### src/rtl/adx_nsc_pkg.sv
// Shared types and constants for the ADX block nibble scaler.
// No dependencies; every other file of the block imports this package.
`default_nettype none

package adx_nsc_pkg;

    localparam int unsigned  BYTE_W      = 8;
    localparam int unsigned  SAMPLE_W    = 16;
    localparam int unsigned  POS_W       = 5;
    localparam int unsigned  HDR_CNT_W   = 17;

    // input op codes
    localparam logic         OP_BYTE     = 1'b0;
    localparam logic         OP_RESTART  = 1'b1;

    // channel_count value that selects stereo
    localparam logic [1:0]   MODE_STEREO = 2'd2;
    localparam logic [1:0]   MODE_RESET  = 2'd1;

    // block layout
    localparam logic [POS_W-1:0]     POS_SCALE_HI   = 5'd0;
    localparam logic [POS_W-1:0]     POS_SCALE_LO   = 5'd1;
    localparam logic [POS_W-1:0]     POS_FIRST_DATA = 5'd2;
    localparam logic [POS_W-1:0]     POS_LAST       = 5'd17;

    // header layout
    localparam logic [HDR_CNT_W-1:0] HDR_OFS_HI     = 17'd2;
    localparam logic [HDR_CNT_W-1:0] HDR_OFS_LO     = 17'd3;
    localparam logic [HDR_CNT_W-1:0] HDR_MIN_START  = 17'd4;

    localparam logic [2:0]   SCALE_ROUND = 3'b111;

    localparam logic signed [SAMPLE_W-1:0] SAMPLE_MAX = 16'sh7FFF;
    localparam logic signed [SAMPLE_W-1:0] SAMPLE_MIN = -16'sh8000;

    // one data byte on its way to the sample stage
    typedef struct packed {
        logic [3:0]                 hi_nib;
        logic [3:0]                 lo_nib;
        logic signed [SAMPLE_W-1:0] factor;
        logic                       channel;
        logic                       last;
    } rec_t;

endpackage

`default_nettype wire

### src/rtl/adx_nsc_ctrl.sv
// Stream parser: header skip, block position, scale capture and channel.
// Depends on adx_nsc_pkg; hands one data-byte record at a time to adx_nsc_scale.
`default_nettype none

module adx_nsc_ctrl
(
    input  wire logic                          clk,
    input  wire logic                          rst_n,
    input  wire logic [1:0]                    channel_count,
    input  wire logic                          in_valid,
    output logic                               in_stall,
    input  wire logic                          op,
    input  wire logic [adx_nsc_pkg::BYTE_W-1:0] byte_value,
    output logic                               rec_valid,
    output adx_nsc_pkg::rec_t                  rec,
    input  wire logic                          rec_take
);
    import adx_nsc_pkg::*;

    logic                       pending_reg, pending_next;
    logic [HDR_CNT_W-1:0]       hdr_count_reg, hdr_count_next;
    logic [15:0]                hdr_offset_reg, hdr_offset_next;
    logic [POS_W-1:0]           pos_reg, pos_next;
    logic                       chan_reg, chan_next;
    logic [15:0]                scale_reg, scale_next;
    logic                       rec_valid_reg, rec_valid_next;
    rec_t                       rec_reg, rec_next;

    logic                       accept;
    logic                       load_rec;
    logic                       block_byte;
    logic                       header_skip;
    logic [HDR_CNT_W-1:0]       data_start;

    assign in_stall  = rec_valid_reg && !rec_take;
    assign accept    = in_valid && !in_stall;
    assign rec_valid = rec_valid_reg;
    assign rec       = rec_reg;

    // a negative offset never pulls the data start below the minimum
    assign data_start  = {1'b0, hdr_offset_reg} + HDR_MIN_START;
    assign header_skip = (hdr_count_reg < HDR_MIN_START)
                      || (!hdr_offset_reg[15] && (hdr_count_reg < data_start));

    always_comb
    begin
        pending_next    = pending_reg;
        hdr_count_next  = hdr_count_reg;
        hdr_offset_next = hdr_offset_reg;
        pos_next        = pos_reg;
        chan_next       = chan_reg;
        scale_next      = scale_reg;
        load_rec        = 1'b0;
        block_byte      = 1'b0;
        rec_next        = rec_reg;

        if (accept)
        begin
            if (op == OP_RESTART)
            begin
                pending_next    = 1'b1;
                hdr_count_next  = '0;
                hdr_offset_next = '0;
                pos_next        = POS_SCALE_HI;
                chan_next       = 1'b0;
                scale_next      = '0;
            end
            else
            begin
                block_byte = 1'b1;
                if (pending_reg)
                begin
                    if (header_skip)
                    begin
                        block_byte     = 1'b0;
                        hdr_count_next = hdr_count_reg + 1'b1;
                        if (hdr_count_reg == HDR_OFS_HI)
                            hdr_offset_next = {byte_value, hdr_offset_reg[7:0]};
                        if (hdr_count_reg == HDR_OFS_LO)
                            hdr_offset_next = {hdr_offset_reg[15:8], byte_value};
                    end
                    else
                    begin
                        pending_next = 1'b0;
                    end
                end

                if (block_byte)
                begin
                    case (pos_reg)
                        POS_SCALE_HI:
                        begin
                            scale_next = {byte_value, scale_reg[7:0]};
                            pos_next   = POS_SCALE_LO;
                        end
                        POS_SCALE_LO:
                        begin
                            scale_next = {scale_reg[15:8], byte_value};
                            pos_next   = POS_FIRST_DATA;
                        end
                        default:
                        begin
                            load_rec         = 1'b1;
                            rec_next.hi_nib  = byte_value[7:4];
                            rec_next.lo_nib  = byte_value[3:0];
                            rec_next.factor  = {scale_reg[12:0], SCALE_ROUND};
                            rec_next.channel = chan_reg;
                            rec_next.last    = (pos_reg >= POS_LAST);
                            if (pos_reg >= POS_LAST)
                            begin
                                pos_next  = POS_SCALE_HI;
                                chan_next = (channel_count == MODE_STEREO) && !chan_reg;
                            end
                            else
                            begin
                                pos_next = pos_reg + 1'b1;
                            end
                        end
                    endcase
                end
            end
        end
    end

    always_comb
    begin
        rec_valid_next = rec_valid_reg;
        if (load_rec)
            rec_valid_next = 1'b1;
        else if (rec_take)
            rec_valid_next = 1'b0;
    end

    always_ff @(posedge clk or negedge rst_n)
    begin
        if (!rst_n)
        begin
            pending_reg    <= 1'b0;
            hdr_count_reg  <= '0;
            hdr_offset_reg <= '0;
            pos_reg        <= '0;
            chan_reg       <= 1'b0;
            scale_reg      <= '0;
            rec_valid_reg  <= 1'b0;
        end
        else
        begin
            pending_reg    <= pending_next;
            hdr_count_reg  <= hdr_count_next;
            hdr_offset_reg <= hdr_offset_next;
            pos_reg        <= pos_next;
            chan_reg       <= chan_next;
            scale_reg      <= scale_next;
            rec_valid_reg  <= rec_valid_next;
        end
    end

    always_ff @(posedge clk)
    begin
        if (load_rec)
            rec_reg <= rec_next;
    end

endmodule

`default_nettype wire

### src/rtl/adx_nsc_scale.sv
// Sample stage: splits a data-byte record into two nibbles, scales and saturates each.
// Depends on adx_nsc_pkg; fed by adx_nsc_ctrl, drives the result register.
`default_nettype none

module adx_nsc_scale
(
    input  wire logic                                 clk,
    input  wire logic                                 rst_n,
    input  wire logic                                 rec_valid,
    input  wire adx_nsc_pkg::rec_t                    rec,
    output logic                                      rec_take,
    output logic                                      out_valid,
    input  wire logic                                 out_stall,
    output logic signed [adx_nsc_pkg::SAMPLE_W-1:0]   sample,
    output logic                                      channel,
    output logic                                      last_in_block
);
    import adx_nsc_pkg::*;

    logic                       phase_reg, phase_next;
    logic                       out_valid_reg, out_valid_next;
    logic signed [SAMPLE_W-1:0] sample_reg, sample_next;
    logic                       channel_reg;
    logic                       last_reg;

    logic                       out_free;
    logic                       advance;
    logic signed [3:0]          nib;
    logic signed [19:0]         prod;
    logic signed [16:0]         doubled;

    assign out_free = !out_valid_reg || !out_stall;
    assign advance  = rec_valid && out_free;
    // release the record once its low nibble goes out
    assign rec_take = advance && phase_reg;

    // high nibble first
    assign nib     = phase_reg ? signed'(rec.lo_nib) : signed'(rec.hi_nib);
    // (n*4096*s) >> 16 equals (n*s) >> 4
    assign prod    = 20'(nib) * 20'(rec.factor);
    assign doubled = {prod[19:4], 1'b0};

    always_comb
    begin
        if (doubled[16] != doubled[15])
            sample_next = doubled[16] ? SAMPLE_MIN : SAMPLE_MAX;
        else
            sample_next = doubled[15:0];
    end

    always_comb
    begin
        phase_next     = phase_reg;
        out_valid_next = out_valid_reg;
        if (advance)
        begin
            phase_next     = !phase_reg;
            out_valid_next = 1'b1;
        end
        else if (!out_stall)
        begin
            out_valid_next = 1'b0;
        end
    end

    always_ff @(posedge clk or negedge rst_n)
    begin
        if (!rst_n)
        begin
            phase_reg     <= 1'b0;
            out_valid_reg <= 1'b0;
        end
        else
        begin
            phase_reg     <= phase_next;
            out_valid_reg <= out_valid_next;
        end
    end

    always_ff @(posedge clk)
    begin
        if (advance)
        begin
            sample_reg  <= sample_next;
            channel_reg <= rec.channel;
            last_reg    <= phase_reg && rec.last;
        end
    end

    assign out_valid     = out_valid_reg;
    assign sample        = sample_reg;
    assign channel       = channel_reg;
    assign last_in_block = last_reg;

endmodule

`default_nettype wire

### src/rtl/adx_block_nibble_scaler_top.sv
// Top level of the ADX block nibble scaler: mode register, parser and sample stage.
// Depends on adx_nsc_pkg, adx_nsc_ctrl and adx_nsc_scale.
//
//  channel   handshake               payload
//  -------   ---------------------   ------------------------------------
//  input     in_valid / in_stall     op, byte_value
//  output    out_valid / out_stall   sample, channel, last_in_block
//  config    channel_count_we        channel_count_wdata
//
// Restart, header and scale bytes give no result. A data byte gives two
// samples, one per cycle on the output unless out_stall holds them; the next
// data byte is taken as the second sample is released. Samples pass through
// the record register, then the result register, which sets the byte rate.
// Reset clears all stream state and sets mono; no clearing pass is needed.
// A stall on the output holds the result register and backs up into in_stall.
`default_nettype none

module adx_block_nibble_scaler_top
(
    input  wire logic                                 clk,
    input  wire logic                                 rst_n,
    input  wire logic                                 channel_count_we,
    input  wire logic [1:0]                           channel_count_wdata,
    input  wire logic                                 in_valid,
    output logic                                      in_stall,
    input  wire logic                                 op,
    input  wire logic [adx_nsc_pkg::BYTE_W-1:0]       byte_value,
    output logic                                      out_valid,
    input  wire logic                                 out_stall,
    output logic signed [adx_nsc_pkg::SAMPLE_W-1:0]   sample,
    output logic                                      channel,
    output logic                                      last_in_block
);
    import adx_nsc_pkg::*;

    logic [1:0] channel_count_reg;
    logic       rec_valid;
    logic       rec_take;
    rec_t       rec;

    always_ff @(posedge clk or negedge rst_n)
    begin
        if (!rst_n)
            channel_count_reg <= MODE_RESET;
        else if (channel_count_we)
            channel_count_reg <= channel_count_wdata;
    end

    adx_nsc_ctrl u_ctrl
    (
        .clk           (clk),
        .rst_n         (rst_n),
        .channel_count (channel_count_reg),
        .in_valid      (in_valid),
        .in_stall      (in_stall),
        .op            (op),
        .byte_value    (byte_value),
        .rec_valid     (rec_valid),
        .rec           (rec),
        .rec_take      (rec_take)
    );

    adx_nsc_scale u_scale
    (
        .clk           (clk),
        .rst_n         (rst_n),
        .rec_valid     (rec_valid),
        .rec           (rec),
        .rec_take      (rec_take),
        .out_valid     (out_valid),
        .out_stall     (out_stall),
        .sample        (sample),
        .channel       (channel),
        .last_in_block (last_in_block)
    );

`ifndef SYNTHESIS
    // a record is released only when one is held
    a_take_needs_rec: assert property (@(posedge clk) disable iff (!rst_n)
        rec_take |-> rec_valid)
        else $error("record released while none is held");

    // releasing a record always puts its second sample on the output
    a_take_gives_result: assert property (@(posedge clk) disable iff (!rst_n)
        rec_take |=> out_valid)
        else $error("record released without a result");

    // a restart never leaves a data record behind
    a_restart_no_rec: assert property (@(posedge clk) disable iff (!rst_n)
        (in_valid && !in_stall && (op == OP_RESTART)) |=> !rec_valid)
        else $error("record pending after restart");
`endif

endmodule

`default_nettype wire
### config.mk
export PLATFORM = sky130hd
export DESIGN_NAME = adx_block_nibble_scaler_top
export DESIGN_NICKNAME = d
export VERILOG_FILES = /design/src/rtl/adx_nsc_pkg.sv /design/src/rtl/adx_nsc_ctrl.sv /design/src/rtl/adx_nsc_scale.sv /design/src/rtl/adx_block_nibble_scaler_top.sv
export SDC_FILE = /design/constraint.sdc
export NUM_CORES = 1
export LEC_CHECK = 0
export ABC_AREA = 1
export ABC_CLOCK_PERIOD_IN_PS = 4300
export BUFFER_PORTS_ARGS = -buffer_cell sky130_fd_sc_hd__buf_2
export CORE_MARGIN = 2
export CORE_UTILIZATION = 39
export CTS_BUF_LIST = sky130_fd_sc_hd__clkbuf_16
export CTS_CLUSTER_DIAMETER = 60
export DETAILED_ROUTE_END_ITERATION = 12
export PLACE_DENSITY = 0.55
export SLEW_MARGIN = 10
export SYNTH_ARGS = -nofsm -noshare
export SYNTH_HDL_FRONTEND = slang
export SYNTH_SLANG_ARGS = --single-unit
export TNS_END_PERCENT = 1
### constraint.sdc
create_clock -name clk -period 4.3 [get_ports clk]
set_input_delay 0.43 -clock clk [delete_from_list [all_inputs] [get_ports clk]]
set_output_delay 0.43 -clock clk [all_outputs]
set_load 0.01 [all_outputs]
==> run metrics, run 1 <==
Syn Nets=991; Skew-Pair Late Insertion Delay=360 ps; RD Place Congestion=0.824; Root Driver=clkbuf_16; Core ar.=18800 um2; Max rail drop VDD=0.000331 V; max_slew headroom=44.6%; DR vias=5733; DRT antenna net count=0; PortBufs=35; Lkg Pwr=4.08 nW; R2R setup slack=260 ps; fin area=8470 um2; Place WS=-5.28 ps; FMAX=248 MHz; Congestion Overflow GR=0; Setup TNS=0 ps; Filler Cells Inserted=1844; IO Pins=36; antenna violations before repair=0; vias in the first global route=5260; final-report hold violation count=0; post-DP HPWL=12100 um; Routed Wire Length=16300 um; Hold Path Class=in2async; via/cell ratio=4.90; Yosys reg bits=99; Startpoint Class=flip-flop; largest net degree at the start of global routing=59; top post-synthesis cells by count=nand2_1 (214), nor2_1 (118), inv_1 (95), ha_1 (60), dfrtp_1 (57); Final Max Slew Viols=0; Final Skew=12.8 ps; synthesized cell area=7460 um2; count leader, synth=nand2_1; RSZ-0062 raised after global routing=true; WP data arrival=4150 ps; first-pass GRT wire length=26900 um; Synth-to-Final Area Change=13.5%; WHS=221 ps; H-tree levels=3; CTS tree=yes; status=complete, no violations; fin nets=1035; per-cell routed wire length=13.9 um; critical path class=reg2reg; DP Area=7920 um2; Cell Rows=50; cells after synthesis=887; final setup fails=0; Largest register FFs=23; Synth Area per Inst=8.41 um2; clock tree sinks=99; TritonCTS buffer count=9; Seq/Total Area, Yosys=36.0%; largest area contributor in the netlist=dfrtp_1; Primary FF master, synth=dfrtp_1; Worst EP required=4410 ps; critical path capture point type=flip-flop; crit path time final=4040 ps; Initial Util=39.8%; Ant. Diodes=0; drt first pass iters=5; fraction of layout cells with a size suffix above 1=15.6%; GRT Total Usage=16.7%; Hold Buf Count CTS=0; post-route setup slack=260 ps; maxcap violations=0; slew at the pin with the worst max-slew slack=829 ps; final critical-path share of the clock period=94.0%; Vert. Die Dim=142 um; initial drt markers=328; async set-reset flop share out of synthesis=58.6%; total die area=20300 um2; CTS clock-pin slew for the worst setup and hold paths=80 ps; Worst Path Max Fanout=7; power density of the placed cells=838 nW/um2; Post-route DRC=0; post-synth cell types=51; Yosys top cell area share=19.1%; Die Width=142 um; Synth area leaders=dfrtp_1 (19%), edfxtp_1 (16%), nand2_1 (11%); Longest Clk Path Bufs=2; EDFF count, synth=41; Yosys warning count=0
==> metrics by stage <==
stage / total power, mW / std cells / util (%)
6_report: 7.09 / 1170 / 45.1
5_1_grt: 7.88 / 1170 / 45.1
4_1_cts: 6.58 / 1167 / 43.9
3_5_place_dp: 5.67 / 1151 / 42.2
2_1_floorplan: 4.86 / 887 / -
3_3_place_gp: 5.68 / 1151 / 42.2
==> cell type report <==
| cell class | count | area [um2] | area share (%) |
|---|---|---|---|
| Sequential cell | 99 | 2690 | 31.7 |
| Multi-Input combinational cell | 667 | 4470 | 52.8 |
| Inverter | 102 | 389 | 4.60 |
| Timing Repair Buffer | 51 | 312 | 3.68 |
| Tap cell | 234 | 293 | 3.46 |
| Clock inverter | 7 | 88.8 | 1.05 |
| Timing Repair inverter | 1 | 7.51 | 0.0887 |
| Clock buffer | 9 | 225 | 2.66 |
==> logic make-up after synthesis <==
logic type | count (synthesis) | share of synthesized area [%]
flip-flops | 99 | 36.0
adder cells (fa/ha/maj) | 88 | 17.6
multiplexers | 2 | 0.285
XOR/XNOR | 39 | 4.58
AND/OR/NAND/NOR | 468 | 29.1
buffers and inverters | 122 | 7.04
AO/OA/AOI/OAI | 69 | 5.52
==> layer usage <==
layer / GRT usage [%] / share of wire, %
met1: 25.0 / 53
met5: 0 / 0
met4: 3.23 / 0.93
met3: 4.21 / 3.2
met2: 24.7 / 43
==> report_power, final <==
part           total [mW]  switching [mW]  internal, mW  leakage [nW]
Combinational        4.70            2.82          1.88          2.77
Sequential           1.55           0.146          1.40          1.15
Clock               0.846           0.426         0.421         0.153
==> worst max-delay path, stage by stage (launching register included) <==
cell	delay, ps
dfrtp_2	460
inv_4	60
buf_4	110
nand2_2	50
nand2_4	120
clkinvlp_4	170
nor2_4	200
fa_1	430
fa_1	470
ha_1	350
ha_4	300
nand2_1	110
nor4_2	290
nand2_1	120
nand2_1	90
nand2_2	90
nand2_4	120
nand3_4	110
nand2_1	90
nand2_1	50
==> placed cells by master, fill, tap and decap left out, types with 15 or more instances in the layout <==
cell,instances
dfrtp_1,56
nand3_1,45
nor2_1,114
buf_2,35
inv_1,94
ha_1,49
xor2_1,33
nand4_1,25
edfxtp_1,41
nand2_1,214
fa_1,28
o21ai_0,15
==> worst paths after layout <==
| check | start | end | cells after the start |
|---|---|---|---|
| setup / recovery | u_scale.phase_reg | u_scale.sample[12] | 19 |
| hold / removal | rst_n | u_ctrl.hdr_count_reg[7] | 2 |
| setup reg to reg | u_scale.phase_reg | u_scale.sample[12] | 19 |
| hold reg to reg | u_ctrl.rec[1] | u_scale.channel | 0 |
| max in group asynchronous | rst_n | u_scale.phase_reg | 2 |
| min in group clk | byte_value[6] | u_ctrl.rec[24] | 1 |
==> timing repair <==
| action | CTS | global route |
|---|---|---|
| resized for setup | 2 | 34 |
| setup buffers | 0 | 1 |
| setup endpoints to repair | 8 | 16 |
| pin swaps | 0 | 4 |
| endpoints found under the hold margin | 0 | 0 |
| gates cloned | 0 | 2 |
(Power assumes the default switching activity.)
==> run 2: changes to the inputs <==
--- a/config.mk
+++ b/config.mk
@@ -5,7 +5,6 @@
 export SDC_FILE = /design/constraint.sdc
 export NUM_CORES = 1
 export LEC_CHECK = 0
-export ABC_AREA = 1
 export ABC_CLOCK_PERIOD_IN_PS = 4300
 export BUFFER_PORTS_ARGS = -buffer_cell sky130_fd_sc_hd__buf_2
 export CORE_MARGIN = 2
==> run 2 against run 1 <==
The flow now finishes with violations (negative setup slack). Register-to-register slack got worse by 320 ps. Clock-buffer cell count did not move. Worst hold slack got worse by 5.7 ps. Synthesized cell count decreased by 22%. Clock skew fell by 5.7 ps. Power fell by 14%. First-iteration DRC count is 41% higher. Worst setup slack got worse by 320 ps. Largest power group unchanged. Via count is 2.9% lower. Cell count shrank 14%. Die area down 7.3%. Critical endpoint is now u_scale.sample[9].
==> run metrics, run 2 <==
Multi-input gate area=4420 um2 (was 4470 um2); slew at the pin with the worst max-slew slack=1150 ps (was 829 ps); top post-synthesis cells by count=nand2_1 (73), ha_1 (60), dfrtp_1 (57), a21oi_1 (47), o21ai_0 (42) (was nand2_1 (214), nor2_1 (118), inv_1 (95), ha_1 (60), dfrtp_1 (57)); failing checks=negative setup slack; crit path time final=4360 ps (was 4040 ps); worst r2r src=u_scale.phase_reg (unchanged); Routed Wire Length=17000 um (was 16300 um); synthesized cell area=6900 um2 (was 7460 um2); most frequent cells in the layout=nand2_1 (72), buf_4 (61), dfrtp_1 (56) (was nand2_1 (214), nor2_1 (114), inv_1 (94)); Syn Nets=796 (was 991); per-cell routed wire length=16.8 um (was 13.9 um); Die Width=137 um (was 142 um); WHS=215 ps (was 221 ps); Final Max Slew Viols=0 (unchanged); Filler Cells Inserted=1581 (was 1844); post-DP HPWL=12100 um (about the same); clock tree sinks=99 (unchanged); count leader, synth=nand2_1 (unchanged); fraction of layout cells with a size suffix above 1=24.8% (was 15.6%); Cell Rows=48 (was 50); Storage cell area=2690 um2 (unchanged); Max rail drop VDD=0.000513 V (was 0.000331 V); post-route setup slack=-60.9 ps (was 260 ps); Vert. Die Dim=137 um (was 142 um); Skew-Pair Late Insertion Delay=350 ps (was 360 ps); Root Driver=clkbuf_16 (unchanged); total power=6.12 mW (was 7.09 mW); Congestion Overflow GR=0 (unchanged); Yosys top cell area share=20.7% (was 19.1%); Synth Area per Inst=9.98 um2 (was 8.41 um2); Longest Clk Path Bufs=2 (unchanged); EDFF count, synth=41 (unchanged); TritonCTS buffer count=9 (unchanged); IO Pins=36 (unchanged); fin nets=885 (was 1035); largest net degree at the start of global routing=59 (unchanged); Ant. Diodes=0 (unchanged); worst setup path start=u_scale.phase_reg (unchanged); Worst EP required=4410 ps (about the same); post-synth cell types=58 (was 51); critical path class=reg2reg (unchanged); Reg2Reg Depth=18 (was 19); most common cell after layout, fill and taps aside=nand2_1 (unchanged); async set-reset flop share out of synthesis=58.6% (unchanged); RSZ-0062 raised after global routing=true (unchanged); CTS tree=yes (unchanged); Place WS=-735 ps (was -5.28 ps); PortBufs=35 (unchanged); DR vias=5569 (was 5733); Synth-to-Final Area Change=24.4% (was 13.5%); drt first pass iters=5 (unchanged); final critical-path share of the clock period=101% (was 94.0%); FMAX=229 MHz (was 248 MHz); Seq/Total Area, Yosys=38.9% (was 36.0%); Core ar.=17300 um2 (was 18800 um2); cells after synthesis=692 (was 887); CTS clock-pin slew for the worst setup and hold paths=70 ps (was 80 ps); total die area=18800 um2 (was 20300 um2); Initial Util=39.9% (was 39.8%); initial drt markers=463 (was 328); maxcap violations=0 (unchanged); max_slew headroom=23.2% (was 44.6%); Post-route DRC=0 (unchanged); H-tree levels=3 (unchanged); Yosys warning count=0 (unchanged); Lkg Pwr=3.54 nW (was 4.08 nW); first-pass GRT wire length=27800 um (was 26900 um); Synth area leaders=dfrtp_1 (21%), edfxtp_1 (18%), ha_1 (11%) (was dfrtp_1 (19%), edfxtp_1 (16%), nand2_1 (11%)); via/cell ratio=5.51 (was 4.90); Final Skew=7.19 ps (was 12.8 ps); Startpoint Class=flip-flop (unchanged); antenna violations before repair=0 (unchanged); power density of the placed cells=712 nW/um2 (was 838 nW/um2); final-report hold violation count=0 (unchanged); Yosys reg bits=99 (unchanged); Largest register FFs=23 (unchanged); Hold Path Class=in2async (unchanged); Worst Path Max Fanout=6 (was 7); RD Place Congestion=0.782 (was 0.824); GRT Total Usage=18.8% (was 16.7%); Primary FF master, synth=dfrtp_1 (unchanged); largest area contributor in the netlist=dfrtp_1 (unchanged); Hold Buf Count CTS=0 (unchanged); status=complete, but fails checks (was complete, no violations); critical path capture point type=flip-flop (unchanged); vias in the first global route=5584 (was 5260); final setup fails=13 (was 0); WP data arrival=4470 ps (was 4150 ps); DRT antenna net count=0 (unchanged)
[run 2: stage by stage]
stage / setup TNS, ps / instance area [um2] / util, % / std cells
after CTS: -59.8 / 8420 / 48.7 / 1006
after global routing: -2930 / 8590 / 49.7 / 1011
final: -598 / 8590 / 49.7 / 1011
after detailed placement: -8390 / 7700 / 44.5 / 983
after global placement: -4740 / 7700 / 44.5 / 983
after floorplan: -3000 / 6920 / - / 692
[run 2: critical path, stage by stage, from the launching register on]
cell and delay, ps:
dfrtp_2 490, mux2i_4 210, inv_2 100, buf_4 140, nand2_1 60, fa_1 500, inv_2 40, fa_2 560
ha_4 150, ha_4 200, a21o_1 230, a221oi_4 360, a211oi_4 130, o32ai_4 300, xor2_2 120, buf_4 160
nor2_4 140, clkbuf_16 180, a21oi_2 30
[run 2: layout make-up]
cell class	count	area share, %
multi-input combinational	532	51.5
sequential	99	31.3
timing repair buffer	106	9.05
tap	225	3.28
clock buffer	9	2.62
inverter	33	1.44
clock inverter	7	0.874
[run 2: final timing paths]
kind	slack [ps]	to
max in group asynchronous	3560	u_scale.phase_reg
setup reg to reg	-60	u_scale.sample[9]
setup / recovery	-60	u_scale.sample[9]
min in group clk	320	channel_count_reg[1]
hold reg to reg	430	u_scale.channel
hold / removal	220	u_ctrl.hdr_count_reg[11]
[run 2: logic make-up after synthesis]
family                   after synthesis  share of synthesized area, %
adder cells (fa/ha/maj)               89                          19.1
XOR/XNOR                              32                          4.06
buffers and inverters                 61                          3.46
multiplexers                           9                          1.38
flip-flops                            99                          38.9
AND/OR/NAND/NOR                      233                          17.1
AO/OA/AOI/OAI                        169                          16.0
[run 2: timing repair]
item / 4_1_cts / 5_1_grt
setup buffers: 9 / 6
gates cloned: 0 / 1
pin swaps: 34 / 17
setup endpoints to repair: 16 / 16
resized for setup: 52 / 27
[run 2: layer usage]
metal	share of wire, %	vias to the layer above	GRT usage [%]
met2	47	107	29.7
met4	1.1	0	5.90
li1	-	2695	-
met3	3.3	11	2.04
met5	0	-	0
met1	48	2756	27.2
[run 2: power breakdown]
group	switching, mW	internal (mW)	total, mW
combinational	1.93	2.00	3.93
sequential	0.118	1.23	1.35
clock	0.383	0.455	0.838
total	2.44	3.68	6.12
==> run 3: changes to the inputs <==
--- a/config.mk
+++ b/config.mk
@@ -8,11 +8,11 @@
 export ABC_CLOCK_PERIOD_IN_PS = 4300
 export BUFFER_PORTS_ARGS = -buffer_cell sky130_fd_sc_hd__buf_2
 export CORE_MARGIN = 2
-export CORE_UTILIZATION = 39
+export CORE_UTILIZATION = 45
 export CTS_BUF_LIST = sky130_fd_sc_hd__clkbuf_16
 export CTS_CLUSTER_DIAMETER = 60
 export DETAILED_ROUTE_END_ITERATION = 12
-export PLACE_DENSITY = 0.55
+export PLACE_DENSITY = 0.62
 export SLEW_MARGIN = 10
 export SYNTH_ARGS = -nofsm -noshare
 export SYNTH_HDL_FRONTEND = slang
==> run 3 against run 2 <==
The flow now finishes without violations. Design area decreased by 0.32%. Global-route usage rose by 1.9 points. Sequential power barely moved. Register-to-register slack better by 60 ps. Die area down 13%. First-iteration DRC count up 12%. Worst hold slack improved by 2.3 ps. Critical endpoint is now u_scale.sample[7].
==> run metrics, run 3 (same netlist as run 2, synthesis figures left out) <==
status=complete, no violations (was complete, but fails checks); first-pass GRT wire length=27100 um (was 27800 um); power density of the placed cells=701 nW/um2 (was 712 nW/um2); Util after Layout=56.7% (was 49.7%); per-cell routed wire length=17.4 um (was 16.8 um); Ant. Diodes=0 (unchanged); routed length on met2=8290 um (was 8020 um); CTS clock-pin slew for the worst setup and hold paths=70 ps (about the same); DRT antenna net count=0 (unchanged); Worst EP required=4500 ps (was 4410 ps); Cell Chain, Critical Path=buf_6 > mux2i_2 > buf_6 > nor2b_4 > fa_1 > fa_1 > ha_4 > ha_4 > a21o_1 > a221oi_4 > a211oi_2 > o32ai_2 > xor2_2 > nand2_1 > buf_6 > a21oi_1 (was mux2i_4 > inv_2 > buf_4 > nand2_1 > fa_1 > inv_2 > fa_2 > ha_4 > ha_4 > a21o_1 > a221oi_4 > a211oi_4 > o32ai_4 > xor2_2 > buf_4 > nor2_4 > clkbuf_16 > a21oi_2); most frequent cells in the layout=nand2_1 (73), buf_4 (64), dfrtp_1 (56) (was nand2_1 (72), buf_4 (61), dfrtp_1 (56)); most common cell after layout, fill and taps aside=nand2_1 (unchanged); max_slew headroom=28.9% (was 23.2%); drt first pass iters=5 (unchanged); total die area=16300 um2 (was 18800 um2); post-DP HPWL=11900 um (was 12100 um); routed wl met3=764 um (was 556 um); Synth-to-Final Area Change=24.0% (was 24.4%); clock tree sinks=99 (unchanged); Startpoint Class=flip-flop (unchanged); FMAX=233 MHz (was 229 MHz); via/cell ratio=5.77 (was 5.51); IO Pins=36 (unchanged); initial drt markers=517 (was 463); Final Max Slew Viols=0 (unchanged); H-tree levels=3 (unchanged); RD Place Congestion=0.865 (was 0.782); final critical-path share of the clock period=99.9% (was 101%); maxcap violations=0 (unchanged); slew at the pin with the worst max-slew slack=1070 ps (was 1150 ps); fin nets=887 (was 885); critical path class=reg2reg (unchanged); Longest Clk Path Bufs=2 (unchanged); final-report hold violation count=0 (unchanged); Worst Path Max Fanout=13 (was 6); Buf/Inv on CP=3 (was 5); Post-route DRC=0 (unchanged); crit path max-delay cell type=fa_1 (was fa_2); RSZ-0062 raised after global routing=true (unchanged); fraction of layout cells with a size suffix above 1=25.9% (was 24.8%); Lkg Pwr=3.55 nW (was 3.54 nW); Largest register FFs=23 (unchanged); GRT Total Usage=20.8% (was 18.8%); final setup fails=0 (was 13); Core ar.=15100 um2 (was 17300 um2); DR vias=5632 (was 5569); Metal-1 WL=7550 um (was 8240 um); Top delay family on crit path=adder cells (unchanged); Hold Buf Count CTS=0 (unchanged); Slowest Stage Delay on Critical Path=610 ps (was 560 ps); critical path capture point type=flip-flop (unchanged); Congestion Overflow GR=0 (unchanged); Vert. Die Dim=128 um (was 137 um); Root Driver=clkbuf_16 (unchanged); vias in the first global route=5571 (was 5584); Hold Path Class=in2async (unchanged); TritonCTS buffer count=9 (unchanged); CP dominant cell by count=buf_6; Routed Wire Length=17000 um (about the same); Skew-Pair Late Insertion Delay=360 ps (was 350 ps); antenna violations before repair=0 (unchanged); Die Width=128 um (was 137 um); WP data arrival=4500 ps (was 4470 ps); Initial Util=45.8% (was 39.9%); DR top layer=met4 (unchanged); Final Skew=9.84 ps (was 7.19 ps); crit path time final=4300 ps (was 4360 ps); Max rail drop VDD=0.000331 V (was 0.000513 V); Place WS=-258 ps (was -735 ps); PortBufs=35 (unchanged); Cell Rows=45 (was 48); post-route setup slack=3.86 ps (was -60.9 ps); largest net degree at the start of global routing=59 (unchanged); CTS tree=yes (unchanged)
run 3: layer usage:
| metal | vias to the layer above | global-route usage [%] |
|---|---|---|
| li1 | 2703 | - |
| met1 | 2729 | 27.1 |
| met2 | 166 | 35.3 |
| met3 | 34 | 4.51 |
| met4 | 0 | 5.56 |
| met5 | - | 0 |
run 3: worst paths after layout:
| path | from | endpoint | slack [ps] | depth (start not counted) |
|---|---|---|---|---|
| worst max-delay path | u_scale.phase_reg | u_scale.sample[7] | 4 | 16 |
| min in group clk | channel_count_wdata[1] | channel_count_reg[1] | 300 | 2 |
| worst min-delay path | rst_n | u_ctrl.hdr_count_reg[9] | 220 | 2 |
| max in group asynchronous | rst_n | u_scale.phase_reg | 3500 | 2 |
| worst min register to register | u_ctrl.rec[1] | u_scale.channel | 430 | 0 |
| worst max register to register | u_scale.phase_reg | u_scale.sample[7] | 4 | 16 |
run 3: worst register-to-register path, cell delays in order (launching register included):
cell,delay [ps]
dfrtp_2,460
buf_6,140
mux2i_2,170
buf_6,160
nor2b_4,50
fa_1,500
fa_1,610
ha_4,230
ha_4,220
a21o_1,200
a221oi_4,310
a211oi_2,130
o32ai_2,320
xor2_2,250
nand2_1,100
buf_6,170
a21oi_1,130
run 3: timing repair:
item / CTS / global route
resized for setup: 44 / 40
endpoints found under the hold margin: 0 / 0
setup endpoints to repair: 16 / 19
pin swaps: 24 / 31
gates cloned: 1 / 0
buffers inserted: 14 / 4
run 3: final cells by class:
| cell class | instances | area [um2] |
|---|---|---|
| multi-input combinational | 532 | 4440 |
| tap | 188 | 235 |
| clock buffer | 9 | 225 |
| fill | 1284 | 6530 |
| inverter | 33 | 124 |
| clock inverter | 7 | 73.8 |
| sequential | 99 | 2690 |
| timing repair buffer | 108 | 774 |
run 3: per-stage QoR:
step | hold WS [ps] | power (mW) | cell area [um2] | setup TNS, ps | std cells
6_report | 218 | 6.00 | 8560 | 0 | 976
5_1_grt | 272 | 6.43 | 8560 | -1910 | 976
4_1_cts | 255 | 5.64 | 8290 | -219 | 973
3_5_place_dp | 406 | 4.24 | 7650 | -3340 | 943
3_3_place_gp | 415 | 4.16 | 7650 | -2110 | 943
2_1_floorplan | 134 | 3.25 | 6920 | -3000 | 692
run 3: power by group:
part / total, mW / internal [mW] / switching, mW / leakage [nW]
clock: 0.830 / 0.457 / 0.373 / 0.154
sequential: 1.35 / 1.23 / 0.118 / 1.16
combinational: 3.82 / 1.88 / 1.94 / 2.24
total: 6.00 / 3.57 / 2.43 / 3.55
